**src/hdl/dpba_pkg.sv**
```systemverilog
package dpba_pkg;

  localparam int DATA_WIDTH    = 16;
  localparam int ACC_WIDTH_DEF = 48;
  localparam int PROD_WIDTH    = 2 * DATA_WIDTH;
  localparam int RES_WIDTH     = 32;
  localparam int SLOPE_WIDTH   = 16;
  localparam int SLOPE_FRAC    = 12;
  localparam int QUEUE_DEPTH   = 4;
  localparam int QPTR_W        = $clog2(QUEUE_DEPTH);
  localparam int CFG_IDX_W     = 3;
  localparam int CFG_DATA_W    = 32;

  localparam logic signed [RES_WIDTH-1:0] RES_MAX = 32'sh7FFF_FFFF;
  localparam logic signed [RES_WIDTH-1:0] RES_MIN = 32'sh8000_0000;

  typedef enum logic [CFG_IDX_W-1:0] {
    REG_BIAS_ENABLE = 3'd0,
    REG_ACT_MODE    = 3'd1,
    REG_LEAKY_SLOPE = 3'd2,
    REG_CLIP_MIN    = 3'd3,
    REG_CLIP_MAX    = 3'd4
  } cfg_reg_t;

  typedef enum logic [1:0] {
    ACT_NONE  = 2'd0,
    ACT_RELU  = 2'd1,
    ACT_LEAKY = 2'd2,
    ACT_CLIP  = 2'd3
  } act_mode_t;

  typedef enum logic [1:0] {
    BK_ACC,
    BK_CLAMP,
    BK_LEAK,
    BK_ACT
  } back_state_t;

  typedef struct packed {
    logic                          first_element;
    logic                          last_element;
    logic signed [DATA_WIDTH-1:0]  act_value;
    logic signed [DATA_WIDTH-1:0]  weight_value;
    logic signed [RES_WIDTH-1:0]   bias_value;
  } item_t;

  typedef struct packed {
    logic signed [RES_WIDTH-1:0] result_value;
    logic                        saturated;
  } result_t;

  // Settings the back end needs while it works.
  typedef struct packed {
    act_mode_t                    act_mode;
    logic signed [SLOPE_WIDTH-1:0] leaky_slope;
    logic signed [RES_WIDTH-1:0]  clip_min;
    logic signed [RES_WIDTH-1:0]  clip_max;
  } cfg_t;

  // One word in flight between front and back.
  typedef struct packed {
    logic                          first;
    logic                          last;
    logic signed [PROD_WIDTH-1:0]  prod;
    logic signed [RES_WIDTH-1:0]   base;
  } qword_t;

endpackage

```
**src/hdl/dot_product_bias_activation.sv**
```systemverilog
// Fully connected layer multiply-accumulate with bias and activation. Push one
// activation/weight word per cycle while full is low; the word marked first
// starts a new sum from the bias (or zero when bias is disabled), and the word
// marked last closes it, clamps it to 32 bits, applies the configured
// activation (none, ReLU, leaky ReLU, clip) and registers one result word with
// a saturation flag. Words that are not last produce no result. Flow: the front
// multiplies and takes one word per cycle while full is low; the back
// accumulator retires one word per cycle while the queue is not empty, and a
// last word then takes the back through clamp, leaky multiply and activation,
// where it waits for the previous result to be popped. A four-word queue
// between front and back absorbs those extra steps. Write configuration only
// while no run is in flight.
module dot_product_bias_activation
  import dpba_pkg::*;
#(
  parameter int ACC_WIDTH = ACC_WIDTH_DEF
) (
  input  logic                  clk,
  input  logic                  rst,
  // input word queue
  input  logic                  push,
  output logic                  full,
  input  item_t                 item,
  // result queue
  output logic                  empty,
  input  logic                  pop,
  output result_t               result,
  // configuration writes
  input  logic                  cfg_valid,
  output logic                  cfg_ready,
  input  logic [CFG_IDX_W-1:0]  cfg_index,
  input  logic [CFG_DATA_W-1:0] cfg_data
);

  logic   bias_enable;
  cfg_t   cfg;
  logic   q_push;
  logic   q_full;
  logic   q_pop;
  logic   q_empty;
  qword_t q_in;
  qword_t q_out;

  // Config writes always complete at once; ignore indexes past the list.
  assign cfg_ready = 1'b1;

  always_ff @(posedge clk) begin
    if (rst) begin
      bias_enable <= 1'b0;
      cfg         <= '0;
    end else if (cfg_valid && cfg_ready) begin
      unique case (cfg_reg_t'(cfg_index))
        REG_BIAS_ENABLE: bias_enable     <= cfg_data[0];
        REG_ACT_MODE:    cfg.act_mode    <= act_mode_t'(cfg_data[1:0]);
        REG_LEAKY_SLOPE: cfg.leaky_slope <= cfg_data[SLOPE_WIDTH-1:0];
        REG_CLIP_MIN:    cfg.clip_min    <= cfg_data[RES_WIDTH-1:0];
        REG_CLIP_MAX:    cfg.clip_max    <= cfg_data[RES_WIDTH-1:0];
        default: ;
      endcase
    end
  end

  // Front: take a word, form the product and the starting value.
  dpba_front u_front (
    .clk         (clk),
    .rst         (rst),
    .push        (push),
    .item        (item),
    .full        (full),
    .bias_enable (bias_enable),
    .q_full      (q_full),
    .q_push      (q_push),
    .q_word      (q_in)
  );

  // Decouple front and back so each can stall on its own.
  dpba_queue u_queue (
    .clk      (clk),
    .rst      (rst),
    .push     (q_push),
    .word_in  (q_in),
    .full     (q_full),
    .pop      (q_pop),
    .word_out (q_out),
    .empty    (q_empty)
  );

  // Back: accumulate, then finish the run and hold the result word.
  dpba_back #(
    .ACC_WIDTH (ACC_WIDTH)
  ) u_back (
    .clk     (clk),
    .rst     (rst),
    .cfg     (cfg),
    .q_empty (q_empty),
    .q_word  (q_out),
    .q_pop   (q_pop),
    .pop     (pop),
    .empty   (empty),
    .result  (result)
  );

endmodule

```
**src/hdl/dpba_queue.sv**
```systemverilog
module dpba_queue
  import dpba_pkg::*;
(
  input  logic   clk,
  input  logic   rst,
  input  logic   push,
  input  qword_t word_in,
  output logic   full,
  input  logic   pop,
  output qword_t word_out,
  output logic   empty
);

  qword_t             mem [QUEUE_DEPTH];
  logic [QPTR_W-1:0]  wptr;
  logic [QPTR_W-1:0]  rptr;
  logic [QPTR_W:0]    count;
  logic               do_push;
  logic               do_pop;

  assign full     = (count == (QPTR_W + 1)'(QUEUE_DEPTH));
  assign empty    = (count == '0);
  assign do_push  = push && !full;
  assign do_pop   = pop && !empty;
  assign word_out = mem[rptr];

  always_ff @(posedge clk) begin
    if (rst) begin
      wptr  <= '0;
      rptr  <= '0;
      count <= '0;
    end else begin
      if (do_push) wptr <= wptr + 1'b1;
      if (do_pop)  rptr <= rptr + 1'b1;
      if (do_push && !do_pop) count <= count + 1'b1;
      else if (do_pop && !do_push) count <= count - 1'b1;
    end
  end

  always_ff @(posedge clk) begin
    if (do_push) mem[wptr] <= word_in;
  end

endmodule

```
**src/hdl/dpba_front.sv**
```systemverilog
module dpba_front
  import dpba_pkg::*;
(
  input  logic   clk,
  input  logic   rst,
  input  logic   push,
  input  item_t  item,
  output logic   full,
  input  logic   bias_enable,
  input  logic   q_full,
  output logic   q_push,
  output qword_t q_word
);

  logic   stage_valid;
  qword_t stage;
  qword_t stage_next;
  logic   accept;

  // Hold the stage while the queue is full.
  assign full   = stage_valid && q_full;
  assign accept = push && !full;
  assign q_push = stage_valid;
  assign q_word = stage;

  always_comb begin
    stage_next.first = item.first_element;
    stage_next.last  = item.last_element;
    stage_next.prod  = PROD_WIDTH'($signed(item.act_value)) *
                       PROD_WIDTH'($signed(item.weight_value));
    stage_next.base  = (item.first_element && bias_enable) ? item.bias_value : '0;
  end

  always_ff @(posedge clk) begin
    if (rst) begin
      stage_valid <= 1'b0;
    end else if (accept) begin
      stage_valid <= 1'b1;
    end else if (!q_full) begin
      stage_valid <= 1'b0;
    end
  end

  always_ff @(posedge clk) begin
    if (accept) stage <= stage_next;
  end

endmodule

```
**src/hdl/dpba_back.sv**
```systemverilog
module dpba_back
  import dpba_pkg::*;
#(
  parameter int ACC_WIDTH = ACC_WIDTH_DEF
) (
  input  logic    clk,
  input  logic    rst,
  input  cfg_t    cfg,
  input  logic    q_empty,
  input  qword_t  q_word,
  output logic    q_pop,
  input  logic    pop,
  output logic    empty,
  output result_t result
);

  localparam int SUM_W  = ((ACC_WIDTH > PROD_WIDTH) ? ACC_WIDTH : PROD_WIDTH) + 1;
  localparam int LEAK_W = RES_WIDTH + SLOPE_WIDTH;
  localparam logic [SUM_W-1:0] ACC_HI = (SUM_W'(1) << (ACC_WIDTH - 1)) - SUM_W'(1);
  localparam logic [SUM_W-1:0] ACC_LO = ~ACC_HI;

  back_state_t                 state;
  back_state_t                 state_next;
  logic signed [ACC_WIDTH-1:0] acc;
  logic signed [RES_WIDTH-1:0] xval;
  logic                        sat_q;
  logic signed [LEAK_W-1:0]    leak_prod;
  logic                        out_valid;
  result_t                     out_word;

  logic                        out_load;
  logic signed [ACC_WIDTH-1:0] acc_start;
  logic signed [SUM_W-1:0]     sum;
  logic signed [ACC_WIDTH-1:0] acc_sat;
  logic signed [RES_WIDTH-1:0] x_clamp;
  logic                        x_over;
  logic signed [LEAK_W-1:0]    leak_sh;
  result_t                     res_next;

  always_comb begin
    state_next = state;
    unique case (state)
      BK_ACC:   if (!q_empty && q_word.last) state_next = BK_CLAMP;
      BK_CLAMP: state_next = BK_LEAK;
      BK_LEAK:  state_next = BK_ACT;
      BK_ACT:   if (!out_valid || pop) state_next = BK_ACC;
      default:  state_next = BK_ACC;
    endcase
  end

  always_comb begin
    q_pop    = (state == BK_ACC) && !q_empty;
    out_load = (state == BK_ACT) && (!out_valid || pop);
  end

  // Saturating accumulate of one product.
  always_comb begin
    acc_start = q_word.first ? ACC_WIDTH'($signed(q_word.base)) : acc;
    sum       = SUM_W'(acc_start) + SUM_W'($signed(q_word.prod));
    if (sum > $signed(ACC_HI))      acc_sat = ACC_WIDTH'(ACC_HI);
    else if (sum < $signed(ACC_LO)) acc_sat = ACC_WIDTH'(ACC_LO);
    else                            acc_sat = ACC_WIDTH'(sum);
  end

  // Clamp the finished sum to the result range.
  always_comb begin
    x_over = 1'b1;
    if (acc > ACC_WIDTH'(RES_MAX))      x_clamp = RES_MAX;
    else if (acc < ACC_WIDTH'(RES_MIN)) x_clamp = RES_MIN;
    else begin
      x_clamp = RES_WIDTH'(acc);
      x_over  = 1'b0;
    end
  end

  always_comb begin
    leak_sh  = leak_prod >>> SLOPE_FRAC;
    res_next.result_value = xval;
    res_next.saturated    = sat_q;
    unique case (cfg.act_mode)
      ACT_NONE: ;
      ACT_RELU: if (xval < 0) res_next.result_value = '0;
      ACT_LEAKY: begin
        if (xval <= 0) begin
          if (leak_sh > LEAK_W'(RES_MAX)) begin
            res_next.result_value = RES_MAX;
            res_next.saturated    = 1'b1;
          end else if (leak_sh < LEAK_W'(RES_MIN)) begin
            res_next.result_value = RES_MIN;
            res_next.saturated    = 1'b1;
          end else begin
            res_next.result_value = RES_WIDTH'(leak_sh);
          end
        end
      end
      ACT_CLIP: begin
        if (xval < cfg.clip_min) res_next.result_value = cfg.clip_min;
        if (res_next.result_value > cfg.clip_max) res_next.result_value = cfg.clip_max;
      end
      default: ;
    endcase
  end

  always_ff @(posedge clk) begin
    if (rst) begin
      state     <= BK_ACC;
      acc       <= '0;
      out_valid <= 1'b0;
    end else begin
      state <= state_next;
      if (q_pop) acc <= acc_sat;
      else if (state == BK_CLAMP) acc <= '0;
      if (out_load) out_valid <= 1'b1;
      else if (pop) out_valid <= 1'b0;
    end
  end

  always_ff @(posedge clk) begin
    if (state == BK_CLAMP) begin
      xval  <= x_clamp;
      sat_q <= x_over;
    end
    if (state == BK_LEAK) leak_prod <= LEAK_W'(xval) * LEAK_W'(cfg.leaky_slope);
    if (out_load) out_word <= res_next;
  end

  assign empty  = !out_valid;
  assign result = out_word;

endmodule

```
**config.mk**
```make
export PLATFORM = sky130hd
export DESIGN_NAME = dot_product_bias_activation
export DESIGN_NICKNAME = d
export VERILOG_FILES = /design/src/hdl/dpba_pkg.sv /design/src/hdl/dot_product_bias_activation.sv /design/src/hdl/dpba_queue.sv /design/src/hdl/dpba_front.sv /design/src/hdl/dpba_back.sv
export SDC_FILE = /design/constraint.sdc
export NUM_CORES = 2
export LEC_CHECK = 0
export BUFFER_PORTS_ARGS = -buffer_cell sky130_fd_sc_hd__buf_2
export CORE_AREA = 3 3 332 334
export CTS_CLUSTER_SIZE = 20
export DETAILED_ROUTE_END_ITERATION = 10
export DIE_AREA = 0 0 335 337
export PLACE_DENSITY = 0.74
export SLEW_MARGIN = 10
export SYNTH_ARGS = -nofsm -noshare
export SYNTH_HDL_FRONTEND = slang
export SYNTH_SLANG_ARGS = --single-unit
export TNS_END_PERCENT = 50
```
**constraint.sdc**
```tcl
create_clock -name clk -period 7.9 [get_ports clk]
set_clock_uncertainty 0.2 [all_clocks]
set_input_delay 1.185 -clock clk [delete_from_list [all_inputs] [get_ports clk]]
set_output_delay 1.185 -clock clk [all_outputs]
set_load 0.01 [all_outputs]
```
---- After elaboration in Yosys (flattened, before gate mapping) ----
Memory sizes are Yosys's and may differ from the RTL's. A register that Yosys moved wholly into a read port is not among the register bits.
Index checks and enable logic that the tools add are counted.
word-level totals
  register bits ........................... 322
  RAM bits ................................ 264
  bits of input ports ..................... 106
  output and inout bits ................... 36
  memories kept ........................... 1
memory list
  memory       words  bits a word  read ports  clocked after Yosys merged registers in  wr ports  RTL line          source
  u_queue.mem  4      66           1           1                                        1         dpba_queue.sv:14  qword_t mem [QUEUE_DEPTH];
operators by class
  add/sub/neg operators ................... 5
  $mul .................................... 2
  magnitude comparators ................... 10
  equality and inequality tests ........... 14
  muxes and demuxes ....................... 30
  reductions and logical operators ........ 29
operator list
  kind                                                                                count
  48-bit 2-to-1 mux                                                                   5
  32-bit 2-to-1 mux                                                                   6
  32-bit case mux with 3 select lines                                                 1
  33-bit 2-to-1 mux                                                                   2
  48-bit by 32-bit adder with 49-bit output                                           1
  49-bit by 48-bit greater-than comparator with 1-bit output (second input constant)  1
  49-bit by 48-bit less-than comparator with 1-bit output (second input constant)     1
  48-bit by 32-bit greater-than comparator with 1-bit output (second input constant)  1
  48-bit by 32-bit less-than comparator with 1-bit output (second input constant)     1
  32-bit by 16-bit multiplier with 48-bit output                                      1
  36-bit by 32-bit greater-than comparator with 1-bit output (second input constant)  1
  36-bit by 32-bit less-than comparator with 1-bit output (second input constant)     1
  32-bit greater-than comparator                                                      1
  32-bit by 1-bit less-or-equal comparator with 1-bit output (second input constant)  1
  32-bit by 1-bit less-than comparator with 1-bit output (second input constant)      1
  32-bit less-than comparator                                                         1
  16-bit by 16-bit multiplier with 32-bit output                                      1
  2-bit AND reduction                                                                 6
  1-bit logical AND                                                                   10
  1-bit 2-to-1 mux                                                                    9
  2-bit == test (second input constant)                                               4
  2-bit 2-to-1 mux                                                                    4
  2-bit case mux with 4 select lines                                                  1
  3-bit by 2-bit == test with 1-bit output (second input constant)                    2
  other kinds (14)                                                                    27

---- Logic depth before layout (Yosys ltp) ----
  word-level depth ........................ 7
  depth in mapped cells ................... 26
  depth with buffers taken out ............ 25

---- Hierarchy ----
A second synthesis with hierarchy kept.
second synthesis, totals
  cell total of the unflattened synthesis .. 5224
  area, all modules ....................... 55157.9 µm²
by module, submodules not included
  module                       times used  cells each  area an instance (µm²)
  dpba_back                    1           3300        29512.1
  dpba_front                   1           1221        12241.7
  dpba_queue                   1           392         9980.8
  dot_product_bias_activation  1           311         3423.3

---- Worst setup path before layout ----
OpenSTA, ideal clock, no wires.
  path type ............................... input -> register
  start ................................... input item[61] (netlist name)
  end ..................................... register u_front.stage (netlist bit u_front.q_word[63]), data pin
  library setup time ...................... 0.260 ns
  arrival time ............................ 6.569 ns
  path slack .............................. 0.872 ns
  stages .................................. 24
  path buffers ............................ 1
  cells stage by stage .................... clkbuf_1 -> nand2_1 -> fa_1 -> inv_1 -> fa_1 -> inv_1 -> fa_1 -> inv_1 -> fa_1 -> inv_1 -> fa_1 -> inv_1 -> fa_1 -> ha_1 -> nand2_1 -> nor3_1 -> nand2_1 -> o211ai_1 -> a21oi_1 -> a21oi_1 -> a41oi_1 -> o21bai_1 -> a21oi_1 -> xnor2_1
RTL lines
  element               RTL line                           source
  from (decl)           dot_product_bias_activation.sv:23  input item_t item,
  to (signal assigned)  dpba_front.sv:45                   if (accept) stage <= stage_next;
  to (decl)             dpba_front.sv:16                   qword_t stage;

---- Worst setup path in the final report ----
  start ................................... register, netlist name cfg[65]
  end ..................................... register u_back.leak_prod[44], data pin
on the way
  longest elaborated chain between the ends .. 1
ends and longest elaborated chain
  element                                         RTL line          source
  32-bit by 16-bit multiplier with 48-bit output  dpba_back.sv:123  if (state == BK_LEAK) leak_prod <= LEAK_W'(xval) * LEAK_W'(cfg.leaky_slope);
  to (signal assigned)                            dpba_back.sv:123
  to (decl)                                       dpba_back.sv:27   logic signed [LEAK_W-1:0] leak_prod;
Every way passes these cells.
A chain may end at the register's enable or synchronous reset.

==> reports/qor.yml <==
worst_setup_path:
  cp-end-kind: "register"
  rrSetupSlack_ps: 310
  worstRegToRegCells: 22
  reg2reg_to: "u_back.leak_prod[44]$_DFFE_PP_"
  path_class: "reg -> reg"
  r2r_start: "cfg[65]$_SDFFE_PP0P_"
  critPathArrivalTime_ps: 7800
  crit_path_start_kind: "register"
  crit_fanout: 19
  crit_required_ps: 8100
placement:
  dp_hpwl_um: 104200
  dp_slack_ps: 343.3
  placed_cells: 6691
  post_dp_cell_area_um2: 55970
  gp_congestion: 0.9383
  port_buffers: 140
final_layout:
  drive_above_1_share_pct: 8.130
  final_util_pct: 54.12
  syn_to_final_growth_pct: 8.006
  mostFrequentLayoutCell: "inv_1"
  stdcell_count: 6804
  multiInputGateArea_um2: 33180
  mostFrequentLayoutCells: "inv_1, nand2_1, fa_1"
  fill_cells: 9370
  fin_area_um2: 58010
  nNetsFinal: 6518
  register_area_um2: 15860
floorplan:
  io-pin-count: 142
  start_util_pct: 50.11
  die_y_um: 337
  core_area_um2: 107200
  num_rows: 120
  die_width_um: 335
  dieArea_um2: 112900
power:
  power.clock.fraction_pct: 14.3
  p_leak_nw: 25.95
  p_comb_share_pct: 62.0
  vdd_drop_max_mv: 0.5521
  p_switching_mw: 9.310
  power_frac_seq_pct: 23.7
  p_int_mw: 11.17
  cellPowerDensity_nw_per_um2: 353.0
  switching_share_pct: 45.46
  total_power_mw: 20.48
cts:
  clkTransAtPathRegs_ps: 60
  cts_setup_buffers: 0
  clock-sinks: 576
  cts_tree: "done"
  clock-root-buffer: "clkbuf_16"
  clk_latency_ps: 660
  htreeDepth: 2
  cts_buffer_depth: 3
  numCtsBuffers: 59
sta:
  worst_pin_slew_ps: 1190
  max_slew_margin_pct: 20.40
  setup_viol: 0
  rsz0062_at_grt: "false"
  final.min_clock_period_ps: 7593
  finalCritPeriodShare_pct: 96.11
  drv_slew: 0
  max_freq_mhz: 131.7
  tns_ps: 0
  holdWs_ps: 253.4
  hold_viol: 0
  worst_slack_ps: 306.9
grt:
  grt_usage_pct: 24.37
  grt_max_degree: 82
  grt_pass1_wl_um: 216000
  grt.overflow.total: 0
  first_global_vias: 39490
  antenna_found_initial: 2
run_status:
  status: "complete, no violations"
routing:
  drc: 0
  wl_um: 135400
  vias_per_cell: 5.494
  drt-pass1-iter-count: 9
  via_count: 37380
  antenna_left: 0
  dr.first_iter.drc_count: 2747
  routedWlPerCell_um: 19.91
synthesis:
  netlist_area_um2: 53710
  synth-edff-count: 432
  synth_seq_cells: 576
  synth_cell_types: 73
  async_reset_ff_share_pct: 0
  netlist_instances: 5319
  syn-num-nets: 6488
  seq_area_frac_synth_pct: 29.52
  avgSynthCellArea_um2: 10.10
  synthFlopType: "edfxtp_1"
  ys_warn_count: 0
worst_hold_path:
  hold_class: "reg -> reg"
  min-delay-start: "cfg[1]$_SDFFE_PP0P_"
  min_to: "cfg[1]$_SDFFE_PP0P_"
  min_path_cells: 2
job:
  maxCapViolCount: 0
-- worst max path at each step --
| stage | startpoint | end | slack (ps) | cells after the start |
|---|---|---|---|---|
| global route | cfg[65]$_SDFFE_PP0P_ | u_back.leak_prod[44]$_DFFE_PP_ | 6 | 22 |
| CTS | cfg[65]$_SDFFE_PP0P_ | u_back.leak_prod[44]$_DFFE_PP_ | 340 | 22 |
| global placement | cfg[65]$_SDFFE_PP0P_ | u_back.leak_prod[44]$_DFFE_PP_ | 500 | 22 |
| floorplan | item[61] | u_front.q_word[63]$_DFFE_PP_ | 870 | 24 |
| finish | cfg[65]$_SDFFE_PP0P_ | u_back.leak_prod[44]$_DFFE_PP_ | 310 | 22 |
| detailed placement | cfg[65]$_SDFFE_PP0P_ | u_back.leak_prod[44]$_DFFE_PP_ | 340 | 22 |
-- repair_timing --
action / 4_1_cts / 5_1_grt
hold buffers: 0 / 0
endpoints found under the setup margin: 0 / 1
resized for setup: 0 / 1
-- critical path, cell delays in order, from the launching register on --
cell and delay [ps]:
dfxtp_1 910, buf_4 370, nand2_1 100, fa_1 510
fa_1 430, fa_1 510, inv_1 50, fa_1 460
fa_1 540, inv_1 60, fa_1 540, inv_1 40
ha_1 320, nand3_1 110, nor2_1 160, nand2_1 70
o211ai_1 330, a21oi_1 220, o2111ai_1 410, nand2_1 140
o21ai_0 440, nor4b_1 110, a211o_1 290
-- sequential cells by signal, summed over array words and instances, names as in the netlist, named ones only --
| signal | cells |
|---|---|
| u_queue.count | 3 |
| u_back.result | 33 |
| u_back.sat_q | 1 |
| bias_enable | 1 |
| u_back.state | 2 |
| u_front.q_push | 1 |
| u_back.xval | 32 |
| u_queue.wptr | 2 |
| cfg | 82 |
| u_front.q_word | 66 |
| u_queue.rptr | 2 |
| u_back.leak_prod | 36 |
| u_back.acc | 48 |
| u_back.out_valid | 1 |
| u_queue.mem | 264 |
-- cell usage after synthesis (26+ instances only) --
master / number / share of area (%)
a21oi_1: 284 / 2.6
and2_1: 311 / 3.6
edfxtp_1: 432 / 24
nand2_1: 785 / 5.5
o221ai_1: 33 / 0.54
inv_1: 986 / 6.9
xnor2_1: 83 / 1.4
clkbuf_1: 241 / 1.7
o21ai_0: 67 / 0.62
o21ai_1: 35 / 0.33
and3_1: 41 / 0.48
dfxtp_1: 144 / 5.4
xor2_1: 32 / 0.52
nand3_1: 26 / 0.24
nor2_1: 194 / 1.4
ha_1: 314 / 7.3
nor3_1: 26 / 0.24
a21o_1: 102 / 1.4
mux2i_1: 39 / 0.73
nand4_1: 37 / 0.43
mux4_2: 65 / 2.7
nand2b_1: 28 / 0.33
fa_1: 749 / 28
-- power by group through the flow --
stage	Clock [mW]	Combinational, mW	Sequential, mW
after floorplan	0	9.54	4.48
after global placement	0	12.2	4.87
after detailed placement	0	12.5	4.89
after CTS	2.99	12.7	4.83
after global routing	3.10	14.2	4.89
final	2.93	12.7	4.85
-- per-layer routing --
layer	GRT usage, %	vias to the layer above	wire (µm)
met3	3.121	279	8645
met4	8.795	2	5065
met5	0	-	13
li1	-	17010	-
met2	41.90	1335	66540
met1	31.84	18750	55170
-- final cells by class --
| cell class | instances | share of cell area, % |
|---|---|---|
| multi-input cells | 3485 | 57.20 |
| repair buffers | 239 | 2.515 |
| diodes | 1 | 0.004313 |
| clock inverters | 45 | 0.8562 |
| flip-flops and latches | 576 | 27.34 |
| well taps | 1403 | 3.026 |
| clock buffers | 67 | 2.668 |
| inverters | 988 | 6.392 |
-- logic make-up (layout without fill, tap and decap cells) --
group	Yosys count	in the layout	share of synthesized area [%]
AOI/OAI and AO/OA	679	679	7.892
xor gates and xnor gates	115	115	1.875
adders and majority gates	1063	1063	35.23
buffers and inverters	1258	1339	8.838
DFF	576	576	29.52
muxes	107	107	3.515
other	1	2	0.006981
and+or+nand+nor	1520	1520	13.13
(Power assumes the default switching activity.)
